`src/rtl/isotp_pkg.sv`:
```
`default_nettype none
package isotp_pkg;

  // ISO-TP protocol control bytes
  localparam logic [7:0] PCI_FIRST_FRAME = 8'h10;
  localparam logic [3:0] PCI_CONSEC_HI   = 4'h2;

  // single and first frame length limits, in bytes after the control byte
  localparam logic [7:0] SF_LEN_MIN = 8'd2;
  localparam logic [7:0] SF_LEN_MAX = 8'd7;
  localparam logic [7:0] FF_LEN_MIN = 8'd2;

  // payload start within the frame, by frame type
  localparam logic [2:0] SF_START = 3'd3;
  localparam logic [2:0] FF_START = 3'd4;
  localparam logic [2:0] CF_START = 3'd1;

  // payload bytes carried by each frame type at most
  localparam logic [2:0] FF_MAX_BYTES = 3'd4;
  localparam logic [2:0] CF_MAX_BYTES = 3'd7;

  // result status codes
  localparam logic [1:0] STATUS_OK       = 2'd0;
  localparam logic [1:0] STATUS_BAD_TYPE = 2'd1;
  localparam logic [1:0] STATUS_BAD_SEQ  = 2'd2;
  localparam logic [1:0] STATUS_BAD_LEN  = 2'd3;

  // default depth of the queue between front and back end
  localparam int QUEUE_DEPTH = 2;

  // one classified frame, ready for the streaming back end
  typedef struct packed {
    logic [7:0]  service;
    logic [7:0]  pid;
    logic [63:0] frame;      // byte n at bits [8n+7:8n]
    logic [2:0]  start;      // frame byte of the first payload byte
    logic [2:0]  count;      // payload bytes to stream, 0 gives one empty result
    logic [7:0]  base_pos;   // payload index of the first streamed byte
    logic        finish;     // message completes or aborts with this frame
    logic [1:0]  status;
  } job_t;

endpackage
`default_nettype wire

```
`src/rtl/isotp_front.sv`:
```
`default_nettype none
module isotp_front
  import isotp_pkg::*;
(
  input  wire logic       clk,
  input  wire logic       rst,
  input  wire logic       frame_valid,
  input  wire logic [7:0] frame_byte0,
  input  wire logic [7:0] frame_byte1,
  input  wire logic [7:0] frame_byte2,
  input  wire logic [7:0] frame_byte3,
  input  wire logic [7:0] frame_byte4,
  input  wire logic [7:0] frame_byte5,
  input  wire logic [7:0] frame_byte6,
  input  wire logic [7:0] frame_byte7,
  input  wire logic       queue_full,
  output logic            push,
  output job_t            push_job
);

  logic       in_progress, in_progress_next;
  logic [7:0] total_length, total_length_next;
  logic [7:0] position, position_next;
  logic [7:0] held_service, held_service_next;
  logic [7:0] held_pid, held_pid_next;
  logic [3:0] sequence_count, sequence_count_next;

  logic       accept;
  logic [7:0] remain;
  logic [7:0] ff_length;
  logic [7:0] sf_length;

  assign accept = frame_valid & ~queue_full;
  assign push   = accept;

  assign remain    = (total_length > position) ? (total_length - position) : 8'd0;
  assign ff_length = frame_byte1 - FF_LEN_MIN;
  assign sf_length = frame_byte0 - SF_LEN_MIN;

  // classify the frame and work out the next message state
  always_comb begin
    in_progress_next    = in_progress;
    total_length_next   = total_length;
    position_next       = position;
    held_service_next   = held_service;
    held_pid_next       = held_pid;
    sequence_count_next = sequence_count;

    push_job.frame    = {frame_byte7, frame_byte6, frame_byte5, frame_byte4,
                         frame_byte3, frame_byte2, frame_byte1, frame_byte0};
    push_job.service  = held_service;
    push_job.pid      = held_pid;
    push_job.start    = CF_START;
    push_job.count    = 3'd0;
    push_job.base_pos = 8'd0;
    push_job.finish   = 1'b1;
    push_job.status   = STATUS_OK;

    if (in_progress) begin
      if (frame_byte0 != {PCI_CONSEC_HI, sequence_count}) begin
        // abort on sequence mismatch
        in_progress_next = 1'b0;
        push_job.status  = STATUS_BAD_SEQ;
      end else begin
        push_job.start    = CF_START;
        push_job.base_pos = position;
        if (remain > {5'd0, CF_MAX_BYTES}) begin
          push_job.count = CF_MAX_BYTES;
          push_job.finish = 1'b0;
        end else begin
          push_job.count = remain[2:0];
          push_job.finish = 1'b1;
          in_progress_next = 1'b0;
        end
        sequence_count_next = sequence_count + 4'd1;
        position_next = position + {5'd0, push_job.count};
      end
    end else if (frame_byte0 == PCI_FIRST_FRAME) begin
      if (frame_byte1 < FF_LEN_MIN) begin
        push_job.status = STATUS_BAD_LEN;
      end else begin
        held_service_next = frame_byte2;
        held_pid_next     = frame_byte3;
        push_job.service  = frame_byte2;
        push_job.pid      = frame_byte3;
        total_length_next = ff_length;
        push_job.start    = FF_START;
        if (ff_length > {5'd0, FF_MAX_BYTES}) begin
          push_job.count      = FF_MAX_BYTES;
          push_job.finish     = 1'b0;
          in_progress_next    = 1'b1;
          sequence_count_next = 4'd1;
        end else begin
          push_job.count  = ff_length[2:0];
          push_job.finish = 1'b1;
        end
        position_next = {5'd0, push_job.count};
      end
    end else if (frame_byte0 < PCI_FIRST_FRAME) begin
      if (frame_byte0 < SF_LEN_MIN || frame_byte0 > SF_LEN_MAX) begin
        push_job.status = STATUS_BAD_LEN;
      end else begin
        held_service_next = frame_byte1;
        held_pid_next     = frame_byte2;
        push_job.service  = frame_byte1;
        push_job.pid      = frame_byte2;
        total_length_next = sf_length;
        push_job.start    = SF_START;
        push_job.count    = sf_length[2:0];
        position_next     = sf_length;
      end
    end else begin
      push_job.status = STATUS_BAD_TYPE;
    end
  end

  // commit message state on each accepted frame
  always_ff @(posedge clk) begin
    if (rst) begin
      in_progress    <= 1'b0;
      total_length   <= 8'd0;
      position       <= 8'd0;
      held_service   <= 8'd0;
      held_pid       <= 8'd0;
      sequence_count <= 4'd0;
    end else if (accept) begin
      in_progress    <= in_progress_next;
      total_length   <= total_length_next;
      position       <= position_next;
      held_service   <= held_service_next;
      held_pid       <= held_pid_next;
      sequence_count <= sequence_count_next;
    end
  end

endmodule
`default_nettype wire

```
`src/rtl/isotp_queue.sv`:
```
`default_nettype none
module isotp_queue
  import isotp_pkg::*;
#(
  parameter int DEPTH = QUEUE_DEPTH
) (
  input  wire logic clk,
  input  wire logic rst,
  input  wire logic push,
  input  job_t      push_job,
  output logic      full,
  input  wire logic pop,
  output logic      empty,
  output job_t      head_job
);

  localparam int PTR_W = (DEPTH > 1) ? $clog2(DEPTH) : 1;
  localparam int CNT_W = $clog2(DEPTH + 1);
  localparam logic [PTR_W-1:0] PTR_LAST = PTR_W'(DEPTH - 1);
  localparam logic [CNT_W-1:0] CNT_FULL = CNT_W'(DEPTH);

  job_t             slots [DEPTH];
  logic [PTR_W-1:0] wr_ptr;
  logic [PTR_W-1:0] rd_ptr;
  logic [CNT_W-1:0] fill;

  assign full     = (fill == CNT_FULL);
  assign empty    = (fill == '0);
  assign head_job = slots[rd_ptr];

  // store incoming jobs
  always_ff @(posedge clk) begin
    if (push) begin
      slots[wr_ptr] <= push_job;
    end
  end

  // advance pointers and fill level
  always_ff @(posedge clk) begin
    if (rst) begin
      wr_ptr <= '0;
      rd_ptr <= '0;
      fill   <= '0;
    end else begin
      if (push) begin
        wr_ptr <= (wr_ptr == PTR_LAST) ? '0 : wr_ptr + PTR_W'(1);
      end
      if (pop) begin
        rd_ptr <= (rd_ptr == PTR_LAST) ? '0 : rd_ptr + PTR_W'(1);
      end
      if (push && !pop) begin
        fill <= fill + CNT_W'(1);
      end else if (pop && !push) begin
        fill <= fill - CNT_W'(1);
      end
    end
  end

endmodule
`default_nettype wire

```
`src/rtl/isotp_back.sv`:
```
`default_nettype none
module isotp_back
  import isotp_pkg::*;
(
  input  wire logic  clk,
  input  wire logic  rst,
  input  wire logic  queue_empty,
  input  job_t       head_job,
  output logic       pop,
  output logic       result_valid,
  input  wire logic  result_stall,
  output logic [7:0] service_byte,
  output logic [7:0] pid_byte,
  output logic [7:0] data_byte,
  output logic       byte_valid,
  output logic [7:0] byte_index,
  output logic       message_done,
  output logic [1:0] status,
  output logic       last_of_frame
);

  logic [2:0] step;
  logic       load;
  logic       last;
  logic       has_byte;
  logic [2:0] sel;
  logic [7:0] picked;

  assign load     = ~queue_empty & (~result_valid | ~result_stall);
  assign has_byte = (head_job.count != 3'd0);
  assign last     = has_byte ? (step == head_job.count - 3'd1) : 1'b1;
  assign pop      = load & last;
  assign sel      = head_job.start + step;
  assign picked   = head_job.frame[{sel, 3'b000} +: 8];

  // walk through the payload bytes of the head job
  always_ff @(posedge clk) begin
    if (rst) begin
      step <= 3'd0;
    end else if (load) begin
      step <= last ? 3'd0 : step + 3'd1;
    end
  end

  // hold the result until the transaction completes
  always_ff @(posedge clk) begin
    if (rst) begin
      result_valid <= 1'b0;
    end else if (load) begin
      result_valid <= 1'b1;
    end else if (!result_stall) begin
      result_valid <= 1'b0;
    end
  end

  always_ff @(posedge clk) begin
    if (load) begin
      service_byte  <= head_job.service;
      pid_byte      <= head_job.pid;
      data_byte     <= has_byte ? picked : 8'd0;
      byte_valid    <= has_byte;
      byte_index    <= has_byte ? head_job.base_pos + {5'd0, step} : 8'd0;
      message_done  <= head_job.finish & last;
      status        <= head_job.status;
      last_of_frame <= last;
    end
  end

endmodule
`default_nettype wire

```
`src/rtl/isotp_obd_response_reassembler.sv`:
```
// Channel   Direction  Handshake                    Payload
// frame     in         frame_valid / frame_stall    frame_byte0 .. frame_byte7
// result    out        result_valid / result_stall  service_byte .. last_of_frame
//
// The front end takes one frame per cycle while the job queue has room.
// The back end sends one result per cycle while result_stall is low; a frame
// gives 1 to 7 results (one per payload byte, one when it carries none).
// A taken frame is written into a queue slot, and its first result then goes to the output register.
// Reset is synchronous; rst clears message state and the queue.
// A stalled result stays in the output register; the queue fills behind it.
`default_nettype none
module isotp_obd_response_reassembler
  import isotp_pkg::*;
#(
  parameter int DEPTH = QUEUE_DEPTH
) (
  input  wire logic       clk,
  input  wire logic       rst,
  input  wire logic       frame_valid,
  output logic            frame_stall,
  input  wire logic [7:0] frame_byte0,
  input  wire logic [7:0] frame_byte1,
  input  wire logic [7:0] frame_byte2,
  input  wire logic [7:0] frame_byte3,
  input  wire logic [7:0] frame_byte4,
  input  wire logic [7:0] frame_byte5,
  input  wire logic [7:0] frame_byte6,
  input  wire logic [7:0] frame_byte7,
  output logic            result_valid,
  input  wire logic       result_stall,
  output logic [7:0]      service_byte,
  output logic [7:0]      pid_byte,
  output logic [7:0]      data_byte,
  output logic            byte_valid,
  output logic [7:0]      byte_index,
  output logic            message_done,
  output logic [1:0]      status,
  output logic            last_of_frame
);

  logic push;
  logic pop;
  logic queue_full;
  logic queue_empty;
  job_t push_job;
  job_t head_job;

  assign frame_stall = queue_full;

  isotp_front u_front (
    .clk         (clk),
    .rst         (rst),
    .frame_valid (frame_valid),
    .frame_byte0 (frame_byte0),
    .frame_byte1 (frame_byte1),
    .frame_byte2 (frame_byte2),
    .frame_byte3 (frame_byte3),
    .frame_byte4 (frame_byte4),
    .frame_byte5 (frame_byte5),
    .frame_byte6 (frame_byte6),
    .frame_byte7 (frame_byte7),
    .queue_full  (queue_full),
    .push        (push),
    .push_job    (push_job)
  );

  isotp_queue #(
    .DEPTH (DEPTH)
  ) u_queue (
    .clk      (clk),
    .rst      (rst),
    .push     (push),
    .push_job (push_job),
    .full     (queue_full),
    .pop      (pop),
    .empty    (queue_empty),
    .head_job (head_job)
  );

  isotp_back u_back (
    .clk           (clk),
    .rst           (rst),
    .queue_empty   (queue_empty),
    .head_job      (head_job),
    .pop           (pop),
    .result_valid  (result_valid),
    .result_stall  (result_stall),
    .service_byte  (service_byte),
    .pid_byte      (pid_byte),
    .data_byte     (data_byte),
    .byte_valid    (byte_valid),
    .byte_index    (byte_index),
    .message_done  (message_done),
    .status        (status),
    .last_of_frame (last_of_frame)
  );

endmodule
`default_nettype wire

```
`config.mk`:
```
export PLATFORM = sky130hd
export DESIGN_NAME = isotp_obd_response_reassembler
export DESIGN_NICKNAME = d
export VERILOG_FILES = /design/src/rtl/isotp_pkg.sv /design/src/rtl/isotp_front.sv /design/src/rtl/isotp_queue.sv /design/src/rtl/isotp_back.sv /design/src/rtl/isotp_obd_response_reassembler.sv
export SDC_FILE = /design/constraint.sdc
export NUM_CORES = 1
export LEC_CHECK = 0
export BUFFER_PORTS_ARGS = -buffer_cell sky130_fd_sc_hd__buf_2
export CELL_PAD_IN_SITES_DETAIL_PLACEMENT = 0
export CELL_PAD_IN_SITES_GLOBAL_PLACEMENT = 1
export CORE_ASPECT_RATIO = 1.5
export CORE_MARGIN = 2
export CORE_UTILIZATION = 50
export CTS_CLUSTER_DIAMETER = 150
export DETAILED_ROUTE_END_ITERATION = 10
export PLACE_DENSITY = 0.84
export RECOVER_POWER = 50
export SLEW_MARGIN = 20
export SYNTH_ARGS = -nofsm -noshare
export SYNTH_HDL_FRONTEND = slang
export SYNTH_SLANG_ARGS = --single-unit
```
`constraint.sdc`:
```
create_clock -name clk -period 6.8 [get_ports clk]
set_clock_uncertainty 0.2 [all_clocks]
set_input_delay 0.68 -clock clk [delete_from_list [all_inputs] [get_ports clk]]
set_output_delay 0.68 -clock clk [all_outputs]
set_load 0.05 [all_outputs]
```
# Word level (Yosys, flattened, before mapping)
# Memory sizes are Yosys's and may differ from the RTL's. A register that Yosys moved wholly into a read port is not among the register bits.
# Index checks and enable logic that the tools add are counted.
classes:
  magnitude_cmp: 7
  mux: 66
  add_sub_neg: 13
  bitwise_logic: 10
  eq_ne: 11
  shift: 1
  n_reduce_logical: 15
ops:
  columns: ["op", "n"]
  rows:
  - ["8-bit 2-to-1 mux", 18]
  - ["16-bit 2-to-1 mux", 5]
  - ["64-bit by 7-bit indexed part select with 8-bit output", 1]
  - ["8-bit by 3-bit greater-than comparator with 1-bit output, second input constant", 3]
  - ["6-bit 2-to-1 mux", 4]
  - ["4-bit 2-to-1 mux", 5]
  - ["1-bit 2-to-1 mux", 19]
  - ["3-bit 2-to-1 mux", 6]
  - ["8-bit by 3-bit adder with 8-bit output", 2]
  - ["8-bit by 2-bit < comparator with 1-bit output, second input constant", 2]
  - ["8-bit by 2-bit subtractor with 8-bit output, second input constant", 2]
  - ["5-bit AND reduction", 3]
  - ["2-bit 2-to-1 mux", 7]
  - ["12-bit 2-to-1 mux", 1]
  - ["8-bit by 5-bit equality test with 1-bit output, second input constant", 1]
  - ["8-bit greater-than comparator", 1]
  - ["8-bit by 5-bit < comparator with 1-bit output, second input constant", 1]
  - ["8-bit by 6-bit != test with 1-bit output", 1]
  - ["2-bit nonzero test", 4]
  - ["8-bit subtractor", 1]
  - ["2-bit by 1-bit != test with 1-bit output, second input constant", 3]
  - ["3-bit nonzero test", 2]
  - ["5-bit 2-to-1 mux", 1]
  - ["1-bit NOT", 5]
  - ["18 further kinds", 25]
totals:
  word_cells: 143
  mem_count: 1
  regBits: 82
  in_bits: 68
  ramBits: 194
mem_list:
  columns: ["memory", "words", "width", "rd", "rd_ports_with_merged_regs", "write_ports", "line_no", "rtl"]
  rows:
  - ["u_queue.slots", 2, 97, 1, 1, 1, "isotp_queue.sv:22", "job_t slots [DEPTH];"]

# Depth between registers and ports, before layout
logic_depth:
  ltp_word: 9
  mapped_depth: 16

# Modules after synthesis
# From an unflattened synthesis, not the netlist that was laid out.
unflattened:
  hier_cells: 1006
  area_unflattened_um2: 13534.2
by_module_without_submodules:
  columns: ["module", "instances", "cells_each", "area_each_um2"]
  rows:
  - ["isotp_queue", 1, 324, 7322.0]
  - ["isotp_front", 1, 536, 3980.1]
  - ["isotp_back", 1, 146, 2232.1]

# Least setup slack after synthesis
# Ideal clock, no wire load.
synth_timing:
  path_kind: "input to register"
  from: "in frame_valid"
  to: "mem u_queue.slots[0][0] in the netlist's numbering, enable pin"
  setup_ns: 0.554
  arrival_time_ns: 5.028
  path_slack_ns: 1.018
  n_path_buf: 1
  stages: 3
  path_cell_list: "nand2_1 clkbuf_1 nor2_1"
synth_via:
  elab_chain_cells: 3
synth_lines:
  columns: ["item", "line_no", "rtl"]
  rows:
  - ["from (decl)", "isotp_obd_response_reassembler.sv:19", "input wire logic frame_valid,"]
  - ["1-bit AND", "isotp_front.sv:33", "assign accept = frame_valid & ~queue_full;"]
  - ["1-bit 2-to-1 mux", "isotp_queue.sv:33", "if (push) begin"]
  - ["1-bit 2-to-1 mux (not written as such)", "isotp_queue.sv:34", "slots[wr_ptr] <= push_job;"]
  - ["to (decl)", "isotp_queue.sv:22", null]
# No other way between the ends.

==> results.toml <==
[outcome]
status = "finished with violations"
violations = "capacitance limit, slew limit"

[cts]
cts_tree = "done"
cts_resized = 0
root_buffer = "clkbuf_16"
clk_latency_ns = 0.54
ctsHoldBuffers = 0
numCtsBuffers = 25
cts_max_path_buffers = 3
htreeDepth = 1
clock_sinks = 277
clk_pin_slew_ns = 0.07
cts_setup_buffers = 0

[pwr]
peakVddDrop_mv = 0.2588
power.switching_uw = 1940
p_comb_frac = 0.326
swShare = 0.3391
clkPwrFrac = 0.249
p_per_area_nw_per_um2 = 406.0
sequentialPowerShare = 0.425
leakage_uw = 0.004750
cellInternalPower_uw = 3780

[setup_path]
critical_path_arrival_ns = 5.10
path_class = "register to register"
critPathMaxFanout = 44
crit_top_cell = "ha_1"
cp.required_ns = 7.04
cpPeakStageDelay_ns = 1.09
crit_chain = "buf_4, mux2i_1, ha_1, ha_1, inv_1, o31ai_1, nand2_1, ha_1, or3_1, a21oi_1"
startpoint_type = "register"
cpMaxStageDelayCell = "dfxtp_1"
critPathBufInv = 2
cp-end-kind = "register"
cpLargestDelayFamily = "buffers and inverters"

[synth]
syn_area_um2 = 12560
synth_edf_count = 231
synthDistinctLibCells = 70
synth_area_leaders = "edfxtp_1, dfxtp_1, mux4_2"
synth.yosys.warnings = 0
syn_inst = 903
synth_most_common_cell = "edfxtp_1"
synth_ff_type = "edfxtp_1"
synthArstFlopShare = 0
synth.avg_cell_area_um2 = 13.90
synthesis.nets = 997
ys_seq_elements = 277
ys_top_cells_by_count = "edfxtp_1, nand2_1, nor2_1"
ys_seq_area_frac = 0.6258
yosys.area.top_type = "edfxtp_1"
synth_top_area_frac = 0.5525

[detailed_routing]
drt_iter0_markers = 726
drc_errors = 0
vias_per_cell = 5.855
dr.pass1.iters = 5
drt-total-wl_um = 28720
vias = 7899
final_antenna_net_count = 0
detail_route.wl_per_cell_um = 21.29

[timing]
min_period_ns = 4.866
final.setup.tns_ns = 0
worstMarginPinSlew_ns = 2.873
fmax_mhz = 205.5
setup_viol = 0
hold_viol = 0
post-route-period-util = 0.7156
rsz0062_at_grt = "false"
worst_slack_ns = 1.934
final_max_slew_viol_count = 135
hold_slack_ns = 0.1464
relSlewSlack = -0.9151

[global_route]
antenna_found_initial = 0
grt_pass1_vias = 8017
grt.overflow.total = 0
grt_max_degree = 53
grt_pass1_wl_um = 44450
grtUsageTotal = 0.2198

[floorplanning]
die_h_um = 198.1
io_pins = 107
num_rows = 71
core_um2 = 24870
initial_utilization = 0.5048
die_w_um = 133.4
dieArea_um2 = 26420

[cells_and_area]
area_delta_synth_final_pct = 12.19
diodes = 0
drive_above_1_share = 0.1557
post-route-util = 0.5663
nNetsFinal = 1096

[placement]
gp_congestion = 0.8678
hpwlAfterDp_um = 19080
port_buffers = 106
pre_cts_ws_ns = 2.646

[hold_path]
hold_path_class = "input port to register"

[job]
drv_cap = 3
[worst paths after layout]
path	slack, ns	end	cells after the start	start
max	1.93	u_queue.fill[1]$_SDFFE_PP0P_	10	register
min	0.15	u_queue.slots[1][70]$_DFFE_PP_	1	frame_byte6[5]
max reg2reg	1.93	u_queue.fill[1]$_SDFFE_PP0P_	10	register
min reg2reg	0.29	u_back.result_valid$_SDFFE_PP0P_	2	u_back.result_valid$_SDFFE_PP0P_
[layer usage]
layer | up-vias | GRT usage | share of wire
li1 | 3636 | - | -
met1 | 3979 | 0.2530 | 0.37
met2 | 227 | 0.4051 | 0.54
met3 | 57 | 0.02407 | 0.043
met4 | 0 | 0.1084 | 0.047
met5 | - | 0 | 0
[final cells by class]
type,count,area [um2]
Timing Repair Buffer,120,511.7
Inverter,32,120.1
Tap cell,328,410.4
Clock buffer,30,644.4
Clock inverter,16,181.4
Sequential cell,277,7858
Fill cell,2074,10790
Multi-Input combinational cell,546,4360
[registers in the layout (all words and copies together) (netlist names), named ones only]
name                    count
u_back.byte_index           8
u_front.sequence_count      4
u_back.data_byte            8
u_queue.wr_ptr              1
u_back.service_byte         8
u_back.result_valid         1
u_back.message_done         1
u_front.held_service        8
u_back.last_of_frame        1
u_front.in_progress         1
u_front.total_length        8
u_back.byte_valid           1
u_back.step                 3
u_queue.fill                2
u_front.held_pid            8
u_back.status               2
u_front.position            8
u_queue.slots             194
u_back.pid_byte             8
u_queue.rd_ptr              1
[per-stage QoR]
stage | total power [uW] | std cells | area, um2
3_3_place_gp | 4321 | 1303 | 13400
4_1_cts | 5804 | 1349 | 14230
2_1_floorplan | 3877 | 903 | 12560
6_report | 5720 | 1349 | 14090
3_5_place_dp | 4375 | 1303 | 13400
5_1_grt | 5972 | 1349 | 14090
[power groups by stage]
stage          registers, uW  clock network, uW  logic, uW
6_report                2430               1420       1870
5_1_grt                 2470               1500       2000
4_1_cts                 2420               1450       1930
3_5_place_dp            2450                  0       1920
3_3_place_gp            2440                  0       1880
2_1_floorplan           2840                  0       1040
[cells in the final DEF (no fill, tap or decap), types with 4 or more instances in the layout]
cell       instances
nor3_1            14
dfxtp_1           46
a21oi_1           29
inv_1             32
a31oi_1           20
mux2_2            23
bufinv_16          4
o21bai_1           4
buf_2             13
xor2_1            17
clkinv_2           5
nor2b_1            8
o211ai_1           6
clkbuf_1         100
a311oi_2          16
mux2i_1           10
or3_1              7
o21ai_0           14
mux4_2            40
nand3_1           14
xnor2_1           13
and2_1            10
nand2_1           94
a221oi_1           5
buf_4             12
fa_1               4
nor2_1            81
clkbuf_16         25
nand2b_1           9
clkinv_1           5
edfxtp_1         231
o22a_1            16
a21o_1             6
ha_1              22
[cells by family (layout without fill, tap and decap cells)]
kind of cell | count (synthesis) | after routing | synth area share
adders and majority gates | 26 | 26 | 0.02830
AOI/OAI and AO/OA | 155 | 155 | 0.1006
muxes | 73 | 73 | 0.1003
and+or+nand+nor | 262 | 262 | 0.09666
DFF | 277 | 277 | 0.6258
buffers and inverters | 80 | 198 | 0.02740
xor gates and xnor gates | 30 | 30 | 0.02093
Note: power is estimated with default switching activity, not from simulation.
